File: config.mk
export PLATFORM = sky130hd
export DESIGN_NAME = swd_div_cell
export DESIGN_NICKNAME = d
export VERILOG_FILES = /design/src/swd_pkg.sv /design/src/swd_div_cell.sv
export SDC_FILE = /design/constraint.sdc
export NUM_CORES = 1
export LEC_CHECK = 0
export BUFFER_PORTS_ARGS = -buffer_cell sky130_fd_sc_hd__buf_2
export CAP_MARGIN = 20
export CORE_MARGIN = 3
export CORE_UTILIZATION = 51
export DETAILED_ROUTE_END_ITERATION = 16
export GPL_ROUTABILITY_DRIVEN = 0
export PLACE_DENSITY_LB_ADDON = 0.3
export SYNTH_ARGS = -nofsm -noshare
export SYNTH_HDL_FRONTEND = slang
export SYNTH_SLANG_ARGS = --single-unit
File: constraint.sdc
create_clock -name clk_i -period 4.2 [get_ports clk_i]
set_clock_uncertainty 0.2 [all_clocks]
set_input_delay 1.26 -clock clk_i [delete_from_list [all_inputs] [get_ports clk_i]]
set_output_delay 1.26 -clock clk_i [all_outputs]
set_load 0.05 [all_outputs]
File: src/swd_pkg.sv
// Shared types, widths and constants for the steered-vehicle wheel speed block.
package swd_pkg;

  localparam int SPEED_BITS      = 16;
  localparam int ANGLE_FRAC_BITS = 14;
  localparam int ANGLE_BITS      = 16;
  localparam int CORDIC_STEPS    = 30;

  // CORDIC x/y/z word, Q30 with headroom
  localparam int XY_W = 33;
  // rounded cos/sin, Q16
  localparam int CS_W = 19;
  // L*c, T*s and the numerators built from them
  localparam int MUL_W = 34;
  // divisor width
  localparam int DIV_W = 32;
  localparam int PROD_W = SPEED_BITS + MUL_W;
  localparam int MAG_W  = PROD_W + 1;
  localparam int REM_W  = DIV_W + SPEED_BITS;

  localparam int ANG_Q30_W = ANGLE_BITS + 30 - ANGLE_FRAC_BITS;
  localparam int AEXT_W    = (ANG_Q30_W > XY_W) ? ANG_Q30_W : XY_W;

  // front stage, CORDIC cells, four arithmetic stages, one divider cell per quotient bit
  localparam int ST_R1      = CORDIC_STEPS + 1;
  localparam int ST_R2      = CORDIC_STEPS + 2;
  localparam int ST_R3      = CORDIC_STEPS + 3;
  localparam int ST_R4      = CORDIC_STEPS + 4;
  localparam int PIPE_DEPTH = CORDIC_STEPS + 4 + SPEED_BITS;

  localparam longint HALF_PI_Q30     = 64'sd1686629713;
  localparam longint CORDIC_GAIN_Q30 = 64'sd652032874;

  localparam int CFG_IDX_W  = 2;
  localparam int CFG_DATA_W = 12;
  localparam logic [CFG_IDX_W-1:0] CFG_MANUAL_MODE = 2'd0;
  localparam logic [CFG_IDX_W-1:0] CFG_WHEELBASE   = 2'd1;
  localparam logic [CFG_IDX_W-1:0] CFG_TREAD       = 2'd2;
  localparam logic [CFG_IDX_W-1:0] CFG_DEAD_BAND   = 2'd3;

  typedef struct packed {
    logic signed [ANGLE_BITS-1:0] steer_angle;
    logic signed [SPEED_BITS-1:0] speed;
  } swd_in_t;

  typedef struct packed {
    logic signed [SPEED_BITS-1:0] left_speed;
    logic signed [SPEED_BITS-1:0] right_speed;
    logic                         saturated;
  } swd_out_t;

  typedef struct packed {
    logic signed [XY_W-1:0] x;
    logic signed [XY_W-1:0] y;
    logic signed [XY_W-1:0] z;
  } cordic_t;

  typedef struct packed {
    logic [REM_W-1:0]      rem;
    logic [DIV_W-1:0]      dvs;
    logic [SPEED_BITS-1:0] quo;
    logic                  neg;
    logic                  ovf;
  } div_t;

  // per-item side data traveling alongside the datapath
  typedef struct packed {
    logic signed [SPEED_BITS-1:0] speed;
    logic                         straight;
    logic                         ang_pos;
    logic                         pass;
  } tag_t;

  // truncated Q30 arctangent of 2^-i
  function automatic logic signed [XY_W-1:0] atan_q30(input int unsigned i);
    logic signed [XY_W-1:0] r;
    case (i)
      0:  r = 33'sd843314856;
      1:  r = 33'sd497837829;
      2:  r = 33'sd263043836;
      3:  r = 33'sd133525158;
      4:  r = 33'sd67021686;
      5:  r = 33'sd33543515;
      6:  r = 33'sd16775850;
      7:  r = 33'sd8388437;
      8:  r = 33'sd4194282;
      9:  r = 33'sd2097149;
      10: r = 33'sd1048575;
      11: r = 33'sd524287;
      12: r = 33'sd262143;
      13: r = 33'sd131071;
      14: r = 33'sd65535;
      15: r = 33'sd32767;
      16: r = 33'sd16383;
      17: r = 33'sd8191;
      18: r = 33'sd4095;
      19: r = 33'sd2047;
      20: r = 33'sd1023;
      21: r = 33'sd511;
      22: r = 33'sd255;
      23: r = 33'sd127;
      24: r = 33'sd63;
      25: r = 33'sd31;
      26: r = 33'sd15;
      27: r = 33'sd7;
      28: r = 33'sd3;
      29: r = 33'sd1;
      default: r = '0;
    endcase
    return r;
  endfunction

endpackage

File: src/swd_div_cell.sv
// One quotient bit of the pipelined restoring divider.
module swd_div_cell import swd_pkg::*; #(
  parameter int unsigned Bit = 0
) (
  input  logic clk_i,
  input  logic en_i,
  input  div_t cell_i,
  output div_t cell_o
);

  logic [REM_W-1:0] dsh;
  logic             ge;
  div_t             cell_d, cell_q;

  always_comb begin
    dsh = REM_W'(cell_i.dvs) << Bit;
    ge = (cell_i.rem >= dsh);
    cell_d = cell_i;
    if (ge) begin
      cell_d.rem = cell_i.rem - dsh;
      cell_d.quo = cell_i.quo | (SPEED_BITS'(1) << Bit);
    end
  end

  always_ff @(posedge clk_i) begin
    if (en_i) begin
      cell_q <= cell_d;
    end
  end

  assign cell_o = cell_q;

endmodule

# --- After elaboration in Yosys (flattened, before gate mapping) ---
# Index checks and enable logic that the tools add are counted.
totals:
  latch_bits: 0
  register_bits: 98
  mem_count: 0
  ramBits: 0
  rom_bits: 0
op_classes:
  multipliers: 0
  add_sub_neg: 1
  reduce_logical: 0
  mux: 1
  n_bitwise: 0
  div: 0
  shift: 0
  order_cmp: 1
  eq_ne: 0
op_table:
  columns: ["operator", "count"]
  rows:
  - ["$ge 48x32->1", 1]
  - ["$mux 48", 1]
  - ["$sub 48x32->48", 1]

# --- Longest topological paths before layout ---
depth:
  depth_word: 2
  depth_mapped: 13
  ltp_nobuf: 11

# --- Worst setup path before layout ---
# OpenSTA, ideal clock, no wires.
synth_timing:
  path_type: "input -> register"
  startpoint: "input cell_i[50] (netlist name)"
  endpoint: "register cell_q (netlist bit cell_o[89]) (data pin)"
  arrival_ns: 3.389
  stages: 12
  setup_slack_ns: 0.344
  cell_sequence: "inv_1 ha_1 fa_1 nor2b_1 o31ai_1 a21boi_1 nor3_1 o311ai_4 nor2_4 buf_2 o41ai_1 o21ai_1"
synth_lines:
  columns: ["item", "line_no", "rtl"]
  rows:
  - ["from (decl)", "swd_div_cell.sv:7", "input div_t cell_i,"]
  - ["to (signal assigned)", "swd_div_cell.sv:27", "cell_q <= cell_d;"]
  - ["to (decl)", "swd_div_cell.sv:13", "div_t cell_d, cell_q;"]

==> results_dict.tcl <==
set metrics [dict create \
    final.setup.worst_slack_ns 0.288 \
    worst_setup_path_startpoint "cell_i[50]" \
    synth_mux_area_share_pct 0.574 \
    cp_cell_sequence "buf_2 > inv_1 > ha_1 > fa_1 > nor2b_1 > o31ai_1 > a21boi_1 > buf_4 > o21bai_1 > a21o_1 > o22ai_1 > a2111oi_2 > xor2_1" \
    synth-edff-count 98 \
    post-synth-top-area-cell "sky130_fd_sc_hd__edfxtp_1" \
    slowest_delay_ns 0.44 \
    yosysWarnings 0 \
    track_usage_pct 22.4 \
    cp.required_ns 4.10 \
    result_of_the_run "completed" \
    diodes 0 \
    layout_min_cycle_time_ns 3.91 \
    cts.htree.levels 3 \
    routed_via_density 5.45 \
    post_cts_hold_buffer_count 0 \
    basic_gate_share_of_the_synthesized_area_counting_and_or_nand_and_nor_cells_pct 12.9 \
    min_delay_worst_endpoint "cell_o[6]" \
    tritoncts.num_buffers 9 \
    post_synth_xor_area_fraction_pct 6.80 \
    post_synth_most_frequent_cells "98 x sky130_fd_sc_hd__edfxtp_1, 68 x sky130_fd_sc_hd__nand2_1, 42 x sky130_fd_sc_hd__inv_1" \
    dr_total_vias 4805 \
    period_share_pct 93.1 \
    main_combinational_cell_family_by_area_after_synthesis "compound AO/OA/AOI/OAI gates" \
    post_drt_wl_per_cell_um 15.8 \
    slew-limit-headroom_pct 56.6 \
    first_pass_iters 5 \
    hold_viol 0 \
    fp.dieW_um 111 \
    netlist_instances 521 \
    die_height_um 111 \
    share_of_synthesized_cell_area_in_full_adder_half_adder_and_majority_cells_pct 7.42 \
    worstSetupStartpointType "primary input" \
    nets 874 \
    core_box_area_mm2 0.0106 \
    rsz_0062_raised_after_global_routing "false" \
    wl_mm 13.9 \
    compound_gate_fraction_of_synth_area_pct 16.0 \
    postSynthAreaPerCell_um2 10.9 \
    placedInstanceArea_mm2 0.00696 \
    postSynthRegisterBits 98 \
    critical_path_cell_count 13 \
    fp-row-count 37 \
    cts-root-to-sink-buffers 2 \
    timing_worst_setup_path_type "primary input to flop" \
    timing.max_cap.violations 0 \
    slew_violations 0 \
    dominantRegCellSynth "sky130_fd_sc_hd__edfxtp_1" \
    hold_path_depth 1 \
    critical_path.slowest_cell "sky130_fd_sc_hd__a2111oi_2" \
    globalRouteOverflowTotal 0 \
    seq_power_share_pct 44.9 \
    clkSlewWorstSetupHoldPaths_ns 0.09 \
    critical_path.n_buffers_inverters 3 \
    final_core_util_pct 67.6 \
    report.power.total_uw 2740 \
    final_hold_slack_ns 0.868 \
    post_synth_main_area_contributors "sky130_fd_sc_hd__edfxtp_1 52%, sky130_fd_sc_hd__ha_1 7.1%, sky130_fd_sc_hd__nand2_1 4.5%, sky130_fd_sc_hd__xnor2_1 3.4%, sky130_fd_sc_hd__xor2_1 3.4%" \
    clkSinkCount 98 \
    grt_first_pass_wirelength_mm 22.9 \
    holdCritPathClass "primary input to flop" \
    drive_gt1_share_pct 34.5 \
    power.internal_uw 1700 \
    yosys.area.top_type_share_pct 51.9 \
    power.net_switching_uw 1040 \
    tritoncts "yes" \
    endpoint_kind_of_the_worst_setup_timing_path "flop" \
    power_switching_share_pct 38.0 \
    synth_nets 654 \
    post-route-drc-count 0 \
    synthToLayoutAreaGrowth_pct 25.9 \
    highest_clock_frequency_the_design_can_meet_ghz 0.256 \
    share_of_total_power_in_the_clock_network_pct 19.9 \
    boundaryPins 198 \
    syn_area_mm2 0.00567 \
    detailed_place_hpwl_mm 11.2 \
    clockRootBuffer "sky130_fd_sc_hd__clkbuf_8" \
    pin_count_of_the_biggest_net_entering_global_routing 51 \
    ys_async_sr_fraction_pct 0 \
    worstPathArrival_ns 3.81 \
    power_density_mw_per_mm2 385 \
    worstHoldStart "cell_i[6]" \
    tightest_slew_ns 0.651 \
    final_antenna_net_count 0 \
    yosys.cell_types.count 62 \
    antenna_found_initial 0 \
    synth_most_common_cell "sky130_fd_sc_hd__edfxtp_1" \
    drt_first_iter_violations 332 \
    crit_fanout 5 \
    post-place-ws_ns -0.250 \
    worst_path_dominant_cell_family "compound AO/OA/AOI/OAI gates" \
    place.port_buffers 197 \
    stdcell_area_mm2 0.00713 \
    number_of_global_route_vias_before_repair 4780 \
    initial_core_util_pct 53.7 \
    largest_register_ff_count 98 \
    worst_ir_drop_vdd_mv 0.196 \
    cellLeakagePower_uw 0.00312 \
    fp.dieArea_mm2 0.0124 \
    finalSetupViolCount 0 \
    power.combinational.fraction_pct 35.1 \
    post_synthesis_sequential_area_ratio_pct 51.9 \
]
[logic make-up after synthesis]
kind of cell             count (synthesis)
AO/OA/AOI/OAI                          140
XOR/XNOR                                44
adder cells (fa/ha/maj)                 33
buffers and inverters                   58
flip-flops                              98
multiplexers                             3
AND/OR/NAND/NOR                        145
[routing by layer]
layer	wire, µm	part of all wire (%)	GRT usage [%]
met2	6370	46	35.6
met4	368	2.6	8.52
met3	1130	8.1	5.27
met1	6030	43	30.1
met5	0	0	0
[repair_timing]
item | 4_1_cts | 5_1_grt
setup buffers | 0 | 0
setup endpoints to repair | 0 | 22
resized for setup | 0 | 1
endpoints found under the hold margin | 0 | 0
[metrics by stage]
stage	setup TNS, ns	cells
5_1_grt	0	882
4_1_cts	0	882
2_1_floorplan	0	521
3_5_place_dp	-6.46	866
3_3_place_gp	-0.0188	866
6_report	0	882
[area by class of cell]
cell class,count,area (µm²)
repair buffers,225,1210
clock inverters,7,45.0
flip-flops and latches,98,2940
fillers,866,3420
well taps,136,170
clock buffers,9,124
multi-input cells,365,2480
inverters,42,158
[cells in the final DEF, fill, tap and decap left out, types with 2 or more instances in the layout]
cell | netlist | layout
sky130_fd_sc_hd__o21a_1 | 5 | 5
sky130_fd_sc_hd__a211oi_1 | 2 | 2
sky130_fd_sc_hd__and2_1 | 3 | 3
sky130_fd_sc_hd__or2_2 | 2 | 2
sky130_fd_sc_hd__nand4_1 | 10 | 10
sky130_fd_sc_hd__a21o_1 | 11 | 11
sky130_fd_sc_hd__clkbuf_8 | 0 | 9
sky130_fd_sc_hd__a2111o_1 | 2 | 2
sky130_fd_sc_hd__clkinv_4 | 0 | 2
sky130_fd_sc_hd__or3_1 | 3 | 3
sky130_fd_sc_hd__clkinv_2 | 0 | 3
sky130_fd_sc_hd__a21boi_0 | 2 | 2
sky130_fd_sc_hd__mux2_1 | 2 | 2
sky130_fd_sc_hd__nor4_1 | 5 | 5
sky130_fd_sc_hd__o21ai_0 | 13 | 13
sky130_fd_sc_hd__buf_4 | 3 | 28
sky130_fd_sc_hd__o31ai_1 | 5 | 5
sky130_fd_sc_hd__nand3_1 | 5 | 5
sky130_fd_sc_hd__inv_1 | 42 | 42
sky130_fd_sc_hd__xnor2_1 | 22 | 22
sky130_fd_sc_hd__or4_1 | 4 | 4
sky130_fd_sc_hd__nor3_1 | 6 | 5
sky130_fd_sc_hd__o21bai_1 | 8 | 8
sky130_fd_sc_hd__ha_1 | 32 | 32
sky130_fd_sc_hd__nand2_1 | 68 | 68
sky130_fd_sc_hd__edfxtp_1 | 98 | 98
sky130_fd_sc_hd__a21oi_1 | 38 | 38
sky130_fd_sc_hd__nor4_2 | 3 | 3
sky130_fd_sc_hd__buf_2 | 8 | 196
sky130_fd_sc_hd__xor2_1 | 22 | 22
sky130_fd_sc_hd__nand2b_1 | 4 | 4
sky130_fd_sc_hd__o21ai_1 | 31 | 31
sky130_fd_sc_hd__o211ai_1 | 6 | 6
sky130_fd_sc_hd__nor2_1 | 21 | 21
sky130_fd_sc_hd__and3_1 | 2 | 2
[power by group through the flow]
stage	Sequential, µW	Combinational (µW)	Clock [µW]
after detailed placement	1260	963	0
after global routing	1240	1030	611
after global placement	1260	947	0
after floorplan	1630	303	0
final	1230	964	547
after CTS	1240	965	560
[worst max-delay path by stage]
| stage | to |
|---|---|
| floorplan | cell_o[89] |
| global placement | cell_o[81] |
| detailed placement | cell_o[70] |
| CTS | cell_o[70] |
| global route | cell_o[84] |
| finish | cell_o[84] |
Note: power is estimated with default switching activity, not from simulation.
