==> src/swd_pkg.sv <==
// Shared types, widths and constants for the steered-vehicle wheel speed block.
package swd_pkg;

  localparam int SPEED_BITS      = 16;
  localparam int ANGLE_FRAC_BITS = 14;
  localparam int ANGLE_BITS      = 16;
  localparam int CORDIC_STEPS    = 30;

  // CORDIC x/y/z word, Q30 with headroom
  localparam int XY_W = 33;
  // rounded cos/sin, Q16
  localparam int CS_W = 19;
  // L*c, T*s and the numerators built from them
  localparam int MUL_W = 34;
  // divisor width
  localparam int DIV_W = 32;
  localparam int PROD_W = SPEED_BITS + MUL_W;
  localparam int MAG_W  = PROD_W + 1;
  localparam int REM_W  = DIV_W + SPEED_BITS;

  localparam int ANG_Q30_W = ANGLE_BITS + 30 - ANGLE_FRAC_BITS;
  localparam int AEXT_W    = (ANG_Q30_W > XY_W) ? ANG_Q30_W : XY_W;

  // front stage, CORDIC cells, four arithmetic stages, one divider cell per quotient bit
  localparam int ST_R1      = CORDIC_STEPS + 1;
  localparam int ST_R2      = CORDIC_STEPS + 2;
  localparam int ST_R3      = CORDIC_STEPS + 3;
  localparam int ST_R4      = CORDIC_STEPS + 4;
  localparam int PIPE_DEPTH = CORDIC_STEPS + 4 + SPEED_BITS;

  localparam longint HALF_PI_Q30     = 64'sd1686629713;
  localparam longint CORDIC_GAIN_Q30 = 64'sd652032874;

  localparam int CFG_IDX_W  = 2;
  localparam int CFG_DATA_W = 12;
  localparam logic [CFG_IDX_W-1:0] CFG_MANUAL_MODE = 2'd0;
  localparam logic [CFG_IDX_W-1:0] CFG_WHEELBASE   = 2'd1;
  localparam logic [CFG_IDX_W-1:0] CFG_TREAD       = 2'd2;
  localparam logic [CFG_IDX_W-1:0] CFG_DEAD_BAND   = 2'd3;

  typedef struct packed {
    logic signed [ANGLE_BITS-1:0] steer_angle;
    logic signed [SPEED_BITS-1:0] speed;
  } swd_in_t;

  typedef struct packed {
    logic signed [SPEED_BITS-1:0] left_speed;
    logic signed [SPEED_BITS-1:0] right_speed;
    logic                         saturated;
  } swd_out_t;

  typedef struct packed {
    logic signed [XY_W-1:0] x;
    logic signed [XY_W-1:0] y;
    logic signed [XY_W-1:0] z;
  } cordic_t;

  typedef struct packed {
    logic [REM_W-1:0]      rem;
    logic [DIV_W-1:0]      dvs;
    logic [SPEED_BITS-1:0] quo;
    logic                  neg;
    logic                  ovf;
  } div_t;

  // per-item side data traveling alongside the datapath
  typedef struct packed {
    logic signed [SPEED_BITS-1:0] speed;
    logic                         straight;
    logic                         ang_pos;
    logic                         pass;
  } tag_t;

  // truncated Q30 arctangent of 2^-i
  function automatic logic signed [XY_W-1:0] atan_q30(input int unsigned i);
    logic signed [XY_W-1:0] r;
    case (i)
      0:  r = 33'sd843314856;
      1:  r = 33'sd497837829;
      2:  r = 33'sd263043836;
      3:  r = 33'sd133525158;
      4:  r = 33'sd67021686;
      5:  r = 33'sd33543515;
      6:  r = 33'sd16775850;
      7:  r = 33'sd8388437;
      8:  r = 33'sd4194282;
      9:  r = 33'sd2097149;
      10: r = 33'sd1048575;
      11: r = 33'sd524287;
      12: r = 33'sd262143;
      13: r = 33'sd131071;
      14: r = 33'sd65535;
      15: r = 33'sd32767;
      16: r = 33'sd16383;
      17: r = 33'sd8191;
      18: r = 33'sd4095;
      19: r = 33'sd2047;
      20: r = 33'sd1023;
      21: r = 33'sd511;
      22: r = 33'sd255;
      23: r = 33'sd127;
      24: r = 33'sd63;
      25: r = 33'sd31;
      26: r = 33'sd15;
      27: r = 33'sd7;
      28: r = 33'sd3;
      29: r = 33'sd1;
      default: r = '0;
    endcase
    return r;
  endfunction

endpackage

==> src/swd_cordic_cell.sv <==
// One rotation step of the pipelined CORDIC.
module swd_cordic_cell import swd_pkg::*; #(
  parameter int unsigned Step = 0
) (
  input  logic    clk_i,
  input  logic    en_i,
  input  cordic_t cell_i,
  output cordic_t cell_o
);

  logic signed [XY_W-1:0] dx, dy, ang;
  cordic_t cell_d, cell_q;

  always_comb begin
    dx = cell_i.y >>> Step;
    dy = cell_i.x >>> Step;
    ang = atan_q30(Step);
    if (!cell_i.z[XY_W-1]) begin
      cell_d.x = cell_i.x - dx;
      cell_d.y = cell_i.y + dy;
      cell_d.z = cell_i.z - ang;
    end else begin
      cell_d.x = cell_i.x + dx;
      cell_d.y = cell_i.y - dy;
      cell_d.z = cell_i.z + ang;
    end
  end

  always_ff @(posedge clk_i) begin
    if (en_i) begin
      cell_q <= cell_d;
    end
  end

  assign cell_o = cell_q;

endmodule

==> config.mk <==
export PLATFORM = sky130hd
export DESIGN_NAME = swd_cordic_cell
export DESIGN_NICKNAME = d
export VERILOG_FILES = /design/src/swd_pkg.sv /design/src/swd_cordic_cell.sv
export SDC_FILE = /design/constraint.sdc
export NUM_CORES = 1
export LEC_CHECK = 0
export ABC_AREA = 1
export BUFFER_PORTS_ARGS = -buffer_cell sky130_fd_sc_hd__buf_4
export CAP_MARGIN = 20
export CELL_PAD_IN_SITES_DETAIL_PLACEMENT = 0
export CELL_PAD_IN_SITES_GLOBAL_PLACEMENT = 1
export CORE_MARGIN = 2
export CORE_UTILIZATION = 44
export CTS_BUF_LIST = sky130_fd_sc_hd__clkbuf_4 sky130_fd_sc_hd__clkbuf_8
export CTS_CLUSTER_SIZE = 28
export DETAILED_ROUTE_END_ITERATION = 6
export PLACE_DENSITY_LB_ADDON = 0.3
export SLEW_MARGIN = 20
export SYNTH_ARGS = -nofsm -noshare
export SYNTH_HDL_FRONTEND = slang
export SYNTH_SLANG_ARGS = --single-unit
==> constraint.sdc <==
create_clock -name clk_i -period 9.5 [get_ports clk_i]
set_clock_uncertainty 0.15 [all_clocks]
set_input_delay 1.9 -clock clk_i [delete_from_list [all_inputs] [get_ports clk_i]]
set_output_delay 1.9 -clock clk_i [all_outputs]
set_load 0.01 [all_outputs]
# Word-level counts from Yosys, hierarchy flattened
# Cells that the tools add are included.
[classes]
addsub = 5
mux = 1
[op_table]
columns = ["operator", "n"]
rows = [
  ["$mux W99", 1],
  ["$sub A33 B33 Y33", 2],
  ["$add A33 B31 Y33 const B", 1],
  ["$add A33 B33 Y33", 1],
  ["$sub A33 B31 Y33 const B", 1],
]
[word_totals]
out_inout_bits = 99
input_bits = 101
wordCells = 9
ff_bits = 99

# Logic depth before layout (Yosys ltp)
# Gate-level depths: netlist of the first run.
[logic_depth]
ltp_word = 2
depth_mapped = 17
depth_no_buf = 16

# Least setup slack after synthesis of the first run
# Ideal clock, no wire load.
[synth_timing]
path_type = "input-to-reg"
startpoint = "in cell_i[32] in the netlist's numbering"
endpoint = "reg cell_q, in the netlist cell_o[21] (data pin)"
required_time_ps = 9091
arrival_ps = 4016
setup_slack_ps = 5075
path_stages = 11
path_buffers = 2
setup_time_ps = 259
cell_sequence = "clkbuf_1 > clkinv_1 > clkbuf_1 > ha_1 > a21oi_1 > nand2_1 > a21oi_1 > o21ai_1 > nand2_1 > nand2_1 > xor2_1"
[synth_rtl]
columns = ["element", "line", "rtl"]
rows = [
  ["start, declared", "swd_cordic_cell.sv:7", "input cordic_t cell_i,"],
  ["end signal, assigned", "swd_cordic_cell.sv:31", "cell_q <= cell_d;"],
  ["end, declared", "swd_cordic_cell.sv:12", "cordic_t cell_d, cell_q;"],
]

==> results of run 1 <==
[area by class of cell]
class	instances	area [um2]	share of cell area, %
clock buffer	10	131	0.921
clock inverter	6	65.1	0.456
inverter	374	1400	9.85
multi-input combinational	1490	7730	54.2
sequential	98	2940	20.6
tap	378	473	3.32
timing repair buffer	201	1510	10.6
[placed cells by master (no fill, tap or decap), types with 14 or more instances in the layout]
cell | Yosys | final
nor2_2 | 14 | 14
o21bai_1 | 16 | 16
nand2_1 | 727 | 727
inv_1 | 362 | 362
nand3_1 | 172 | 172
xor2_1 | 42 | 42
ha_1 | 124 | 124
nand4_1 | 23 | 23
o21ai_0 | 45 | 45
nor2_1 | 136 | 136
buf_4 | 10 | 201
a21oi_1 | 111 | 111
edfxtp_1 | 98 | 98
[report_power, final]
part           switching, mW  total [mW]  internal, mW  leakage (nW)
clock network          0.186       0.312         0.126         0.100
logic                  0.508       0.792         0.285          6.84
registers             0.0223       0.582         0.559         0.958
[metal layers]
layer | track usage, % | vias up | part of all wire [%]
met2 | 48.4 | 407 | 46
met5 | 0 | - | 0
met3 | 2.67 | 50 | 5.5
li1 | - | 6621 | -
met1 | 38.7 | 5821 | 46
met4 | 8.59 | 0 | 2.5
[cell usage after synthesis]
master    count  area, um2
inv_1       362       1360
o21a_1        6       45.0
nor3_2        3       30.0
o21ai_0      45        225
a31oi_1       4       25.0
o21bai_1     16        120
o22ai_1       4       25.0
a21boi_0      2       15.0
inv_2         9       33.8
nand2_2      13       81.3
nor2_1      136        510
edfxtp_1     98       2940
xor2_1       42        368
nor2_4        2       22.5
nand3b_1      2       15.0
buf_4        10       75.1
nand3_1     172        861
a21o_1        4       30.0
nand2_1     727       2730
fa_1          4       80.1
nor4_2        1       12.5
ha_1        124       1550
nor3_1       13       65.1
a21oi_2       1       8.76
and2_1        1       6.26
o21ai_1      13       65.1
o31ai_1       2       15.0
and3_1        2       12.5
clkinv_1      3       11.3
xnor2_1       3       26.3
nor2_2       14       87.6
nand4_1      23        144
a21oi_1     111        556
clkbuf_1     14       52.6
buf_2        20        100
[per-stage QoR]
stage	hold slack (ps)	area (um2)	power [mW]	worst slack, ps
floorplan	1850	12300	1.07	5070
global placement	1930	14100	1.37	4470
detailed placement	1930	14100	1.38	4400
CTS	1500	14300	1.69	4860
global route	1500	14300	1.80	4520
finish	1510	14300	1.69	4830
[final timing paths]
path	from	end	slack, ps
setup / recovery	cell_i[32]	cell_o[31]$_DFFE_PP_	4830
hold / removal	cell_i[2]	cell_o[2]$_DFFE_PP_	1510
[cells by family (layout without fill, tap and decap cells)]
logic type | count (synthesis) | after routing | synth area share (%)
and+or+nand+nor | 1109 | 1109 | 37.2
AOI/OAI and AO/OA | 208 | 208 | 9.18
adders and majority gates | 128 | 128 | 13.3
xor gates and xnor gates | 45 | 45 | 3.20
buffers and inverters | 418 | 591 | 13.3
DFF | 98 | 98 | 23.9
[critical path: cells and delay by family]
family,cells,cell delay (ps)
buffers and inverters,4,1590
AND/OR/NAND/NOR,4,510
adder cells (fa/ha/maj),1,440
AO/OA/AOI/OAI,2,210
==> results by group, run 1 <==
Finish
  • Fillers: 2,989
  • Layout Area Growth over Synthesis: 15.8%
  • Fin nets: 2,403
  • Final core occ: 51.6%
  • Layout cells sized above 1: 12.0%
  • Cell Count, Final, Fillers Out: 2,557
  • N_diodes: 0
  • Max reg flops: 98

Critical path
  • Crit path cell chain: buf_4, inv_2, buf_4, ha_1, inv_1, nor3_1, a21oi_1, o21ai_0, nor2_1, nand3_1, nand2_1
  • CP endpoint kind: register
  • CP Max Fanout: 74
  • CP required: 9540 ps
  • CP most frequent cell: buf_4
  • CP Launch Type: input port
  • Critical path class: in2reg
  • CP max-delay cell: buf_4
  • Arrival time at the worst endpoint: 4720 ps
  • Slowest stage delay, CP: 680 ps

Logic synthesis
  • Mapped Cells: 2,006
  • Avg Inst Size Synth: 6.13 um2
  • Sequential element share of the synthesized area: 23.9%
  • Synthesized area: 12,300 um2
  • Warnings, synthesis: 0
  • Synthesized Nets: 2,235
  • Number of unique standard cell types used by synthesis: 35
  • Yosys reg bits: 98

Floorplan
  • Die height: 171 um
  • Num ports: 200
  • Die ar.: 29,300 um2
  • Core Rows: 61
  • Core Box Area: 27,600 um2
  • Die width: 171 um
  • Initial Util: 44.5%

CTS
  • Hold-fix buffer count after cts: 0
  • Post-CTS Setup Bufs: 0
  • Resized cells post-CTS: 0
  • CTS root buffer: clkbuf_8
  • Num CTS Buffers: 9
  • CTS tree: yes
  • Bufs on Longest Clock Path: 2
  • CTS HTree Levels: 3
  • Clock Sinks: 98
  • CTS clk-pin slew, worst paths: 110 ps

Hold path
  • Hold Path Class: in2reg
  • Hold path cells: 1

STA
  • Fin crit share: 49.2%
  • Slew @ Worst Pin: 939 ps
  • Max Slew Vio Count: 0
  • Final hold violation count: 0
  • Worst slew margin: 37.4%
  • Fmax achieved: 0.214 GHz
  • RSZ-0062 raised after global routing: no
  • Tmin final: 4670 ps
  • Setup TNS: 0 ps
  • # setup viols final: 0

Global routing
  • First-pass GRT wire length: 64.8 mm
  • Largest net degree at the start of global routing: 75
  • Vias in the first global route: 12,200
  • Gr ovfl total: 0
  • Global Route Usage Sum: 28.6%
  • Initial antenna violation count: 0

Place
  • Placed Cells: 2,541
  • Hpwl dp: 34.6 mm
  • Gpl congestion: 0.947
  • Number of port buffers: 199

Outcome
  • Status: finished, final reports clean

Drt
  • Via density: 5.04
  • Detailed Routing Iterations Pass 1: 6
  • DRT iter0 DRCs: 947
  • Final ANT Viol Nets: 0
  • Via count: 12,900
  • Drt total wl: 41.6 mm
  • Drc violations: 0
  • Routed wire per std cell: 16.3 um

Pwr
  • Highest ir drop seen on vdd: 0.0764 mV
  • Leak: 7.90 nW
  • Pwr Density: 118 nW/um2

Flow run
  • Max-cap violations: 0
No activity file was read; power rests on OpenSTA's default activity.
==> run 2: changes to the inputs <==
--- a/config.mk
+++ b/config.mk
@@ -11,7 +11,7 @@
 export CELL_PAD_IN_SITES_DETAIL_PLACEMENT = 0
 export CELL_PAD_IN_SITES_GLOBAL_PLACEMENT = 1
 export CORE_MARGIN = 2
-export CORE_UTILIZATION = 44
+export CORE_UTILIZATION = 37
 export CTS_BUF_LIST = sky130_fd_sc_hd__clkbuf_4 sky130_fd_sc_hd__clkbuf_8
 export CTS_CLUSTER_SIZE = 28
 export DETAILED_ROUTE_END_ITERATION = 6
==> constraint.sdc (replaced) <==
create_clock -name clk_i -period 4.3 [get_ports clk_i]
set_clock_uncertainty 0.15 [all_clocks]
set_input_delay 0.86 -clock clk_i [delete_from_list [all_inputs] [get_ports clk_i]]
set_output_delay 0.86 -clock clk_i [all_outputs]
set_load 0.01 [all_outputs]
==> run 2 against run 1 <==
Sequential cell count is the same. Final cell count rose by 2.6%. Highest routed layer unchanged. Via count shrank 0.41%. Critical path depth is 2 higher. Routed wire length up 2.1%. Largest power group unchanged. Critical endpoint is now cell_o[28]$_DFFE_PP_. Die area increased by 18%. Sequential power grew 120%.
==> results by group, run 2 (synthesized netlist as in run 1, its figures left out) <==
Finish
  • Most frequent cells in the layout: 727 x nand2_1, 362 x inv_1, 203 x buf_4
  • Commonest non-fill, non-tap cell in the layout: nand2_1
  • Layout Area Growth over Synthesis: 16.7%
  • Fillers: 3,538 (+18%)
  • N_diodes: 0 (unchanged)
  • Layout cells sized above 1: 12.1% (+0.12 points)
  • Final core occ: 44.0% (-7.6 points)
  • Max reg flops: 98 (unchanged)
  • Fin nets: 2,406 (+0.12%)

STA
  • Setup TNS: 0 ps (unchanged)
  • Fmax achieved: 0.335 GHz
  • Final setup margin: 1310 ps (-3510 ps)
  • Slew @ Worst Pin: 556 ps (-383 ps)
  • Final hold violation count: 0 (unchanged)
  • RSZ-0062 raised after global routing: no
  • # setup viols final: 0 (unchanged)
  • Max Slew Vio Count: 0 (unchanged)
  • Worst slew margin: 62.9% (+26 points)
  • Tmin final: 2990 ps
  • Fin crit share: 69.4%
  • Hold Slack: 468 ps (-1040 ps)

Global routing
  • Largest net degree at the start of global routing: 66 (-12%)
  • Gr ovfl total: 0 (unchanged)
  • Global Route Usage Sum: 24.3% (-4.4 points)
  • Initial antenna violation count: 0 (unchanged)
  • Vias in the first global route: 12,700 (+3.6%)
  • First-pass GRT wire length: 66.7 mm (+2.8%)

CTS
  • Num CTS Buffers: 9 (unchanged)
  • Post-CTS Setup Bufs: 0 (unchanged)
  • Clock Sinks: 98 (unchanged)
  • Hold-fix buffer count after cts: 0 (unchanged)
  • CTS root buffer: clkbuf_8
  • CTS tree: yes
  • Bufs on Longest Clock Path: 2 (unchanged)
  • Resized cells post-CTS: 0 (unchanged)
  • CTS clk-pin slew, worst paths: 120 ps (about the same)
  • CTS HTree Levels: 3 (unchanged)

Drt
  • Drc violations: 0 (unchanged)
  • Detailed Routing Iterations Pass 1: 5 (-1)
  • Drt total wl: 42.5 mm (+2.1%)
  • Final ANT Viol Nets: 0 (unchanged)
  • Via density: 4.90 (-3.0%)
  • Via count: 12,800 (-0.41%)
  • Routed wire per std cell: 16.2 um (-0.47%)
  • DRT iter0 DRCs: 998 (+5.4%)

Critical path
  • CP max-delay cell: buf_4
  • Arrival time at the worst endpoint: 3030 ps (-1690 ps)
  • CP most frequent cell: nand2_1
  • Critical path class: in2reg
  • Crit path cell chain: buf_4, inv_2, buf_4, ha_1, nand2_1, o21ai_1, nand2_1, nand2_1, nand2_1, nand2_1, nand4_1, nand3_1, nand2_1
  • Crit path depth: 13 (+2)
  • CP endpoint kind: register
  • Top delay family on crit path: simple AND/OR/NAND/NOR gates
  • CP Max Fanout: 30 (-59%)
  • CP Launch Type: input port
  • End of the critical path: cell_o[28]$_DFFE_PP_
  • CP Buf/Inv Count: 3 (-1)
  • Slowest stage delay, CP: 390 ps (-290 ps)
  • CP required: 4340 ps (-5200 ps)
  • Crit path launch: cell_i[32]

Place
  • Number of port buffers: 199 (unchanged)
  • Worst slack at placement: 860 ps (-3540 ps)
  • Gpl congestion: 0.948 (about the same)
  • Hpwl dp: 35.6 mm (+2.8%)

Floorplan
  • Num ports: 200 (unchanged)
  • Die width: 186 um (+8.8%)
  • Initial Util: 37.7% (-6.8 points)
  • Core Rows: 66 (+8.2%)
  • Die height: 186 um (+8.8%)
  • Core Box Area: 32,600 um2 (+18%)
  • Die ar.: 34,700 um2 (+18%)

Hold path
  • Startpoint of the worst hold path: cell_i[1]
  • Hold Path Class: in2reg

Pwr
  • Pwr Density: 257 nW/um2 (+120%)
  • Leak: 7.91 nW (+0.10%)
  • Final Power: 3.70 mW (+120%)
  • Highest ir drop seen on vdd: 0.135 mV (+77%)

Outcome
  • Status: finished, final reports clean

Flow run
  • Max-cap violations: 0 (unchanged)
run 2: cell types whose count changed in the layout (fill, tap and decap cells not counted), sizes merged:
cell      before  now
bufinv         1    0
inv          374  375
clkinvlp       1    2
buf          201  204
clkbuf        10    9
run 2: routing by layer:
| layer | global-route usage [%] | up-vias | part of all wire, % | wire [um] |
|---|---|---|---|---|
| met5 | 0 | - | 0 | 0 |
| met4 | 8.12 | 0 | 2.8 | 1200 |
| met3 | 3.10 | 66 | 5.9 | 2500 |
| met2 | 40.6 | 419 | 45 | 19200 |
| met1 | 32.4 | 5747 | 46 | 19600 |
| li1 | - | 6614 | - | - |
run 2: area by class of cell:
| class | instances | area, um2 | share of cell area (%) |
|---|---|---|---|
| Clock buffer | 9 | 124 | 0.863 |
| Clock inverter | 7 | 60.1 | 0.418 |
| Timing Repair Buffer | 204 | 1540 | 10.8 |
| Multi-Input combinational cell | 1490 | 7730 | 53.8 |
| Tap cell | 442 | 553 | 3.85 |
| Inverter | 374 | 1400 | 9.78 |
| Sequential cell | 98 | 2940 | 20.5 |
run 2: worst min-delay path by stage:
| stage | endpoint | slack [ps] | cells past startpoint |
|---|---|---|---|
| 3_3_place_gp | cell_o[0]$_DFFE_PP_ | 890 | 1 |
| 4_1_cts | cell_o[1]$_DFFE_PP_ | 450 | 1 |
| 3_5_place_dp | cell_o[1]$_DFFE_PP_ | 890 | 1 |
| 6_report | cell_o[1]$_DFFE_PP_ | 470 | 1 |
| 5_1_grt | cell_o[1]$_DFFE_PP_ | 450 | 1 |
| 2_1_floorplan | cell_o[0]$_DFFE_PP_ | 810 | 0 |
run 2: power by group:
part           switching [mW]  total [mW]  internal, mW  leakage, nW
sequential             0.0519        1.29          1.24        0.958
combinational            1.12        1.76         0.632         6.86
clock                   0.433       0.654         0.222       0.0897
run 2: through the flow:
| stage | instances | instance area (um2) |
|---|---|---|
| global route | 2624 | 14400 |
| CTS | 2624 | 14400 |
| finish | 2624 | 14400 |
| global placement | 2608 | 14200 |
| floorplan | 2006 | 12300 |
| detailed placement | 2608 | 14200 |
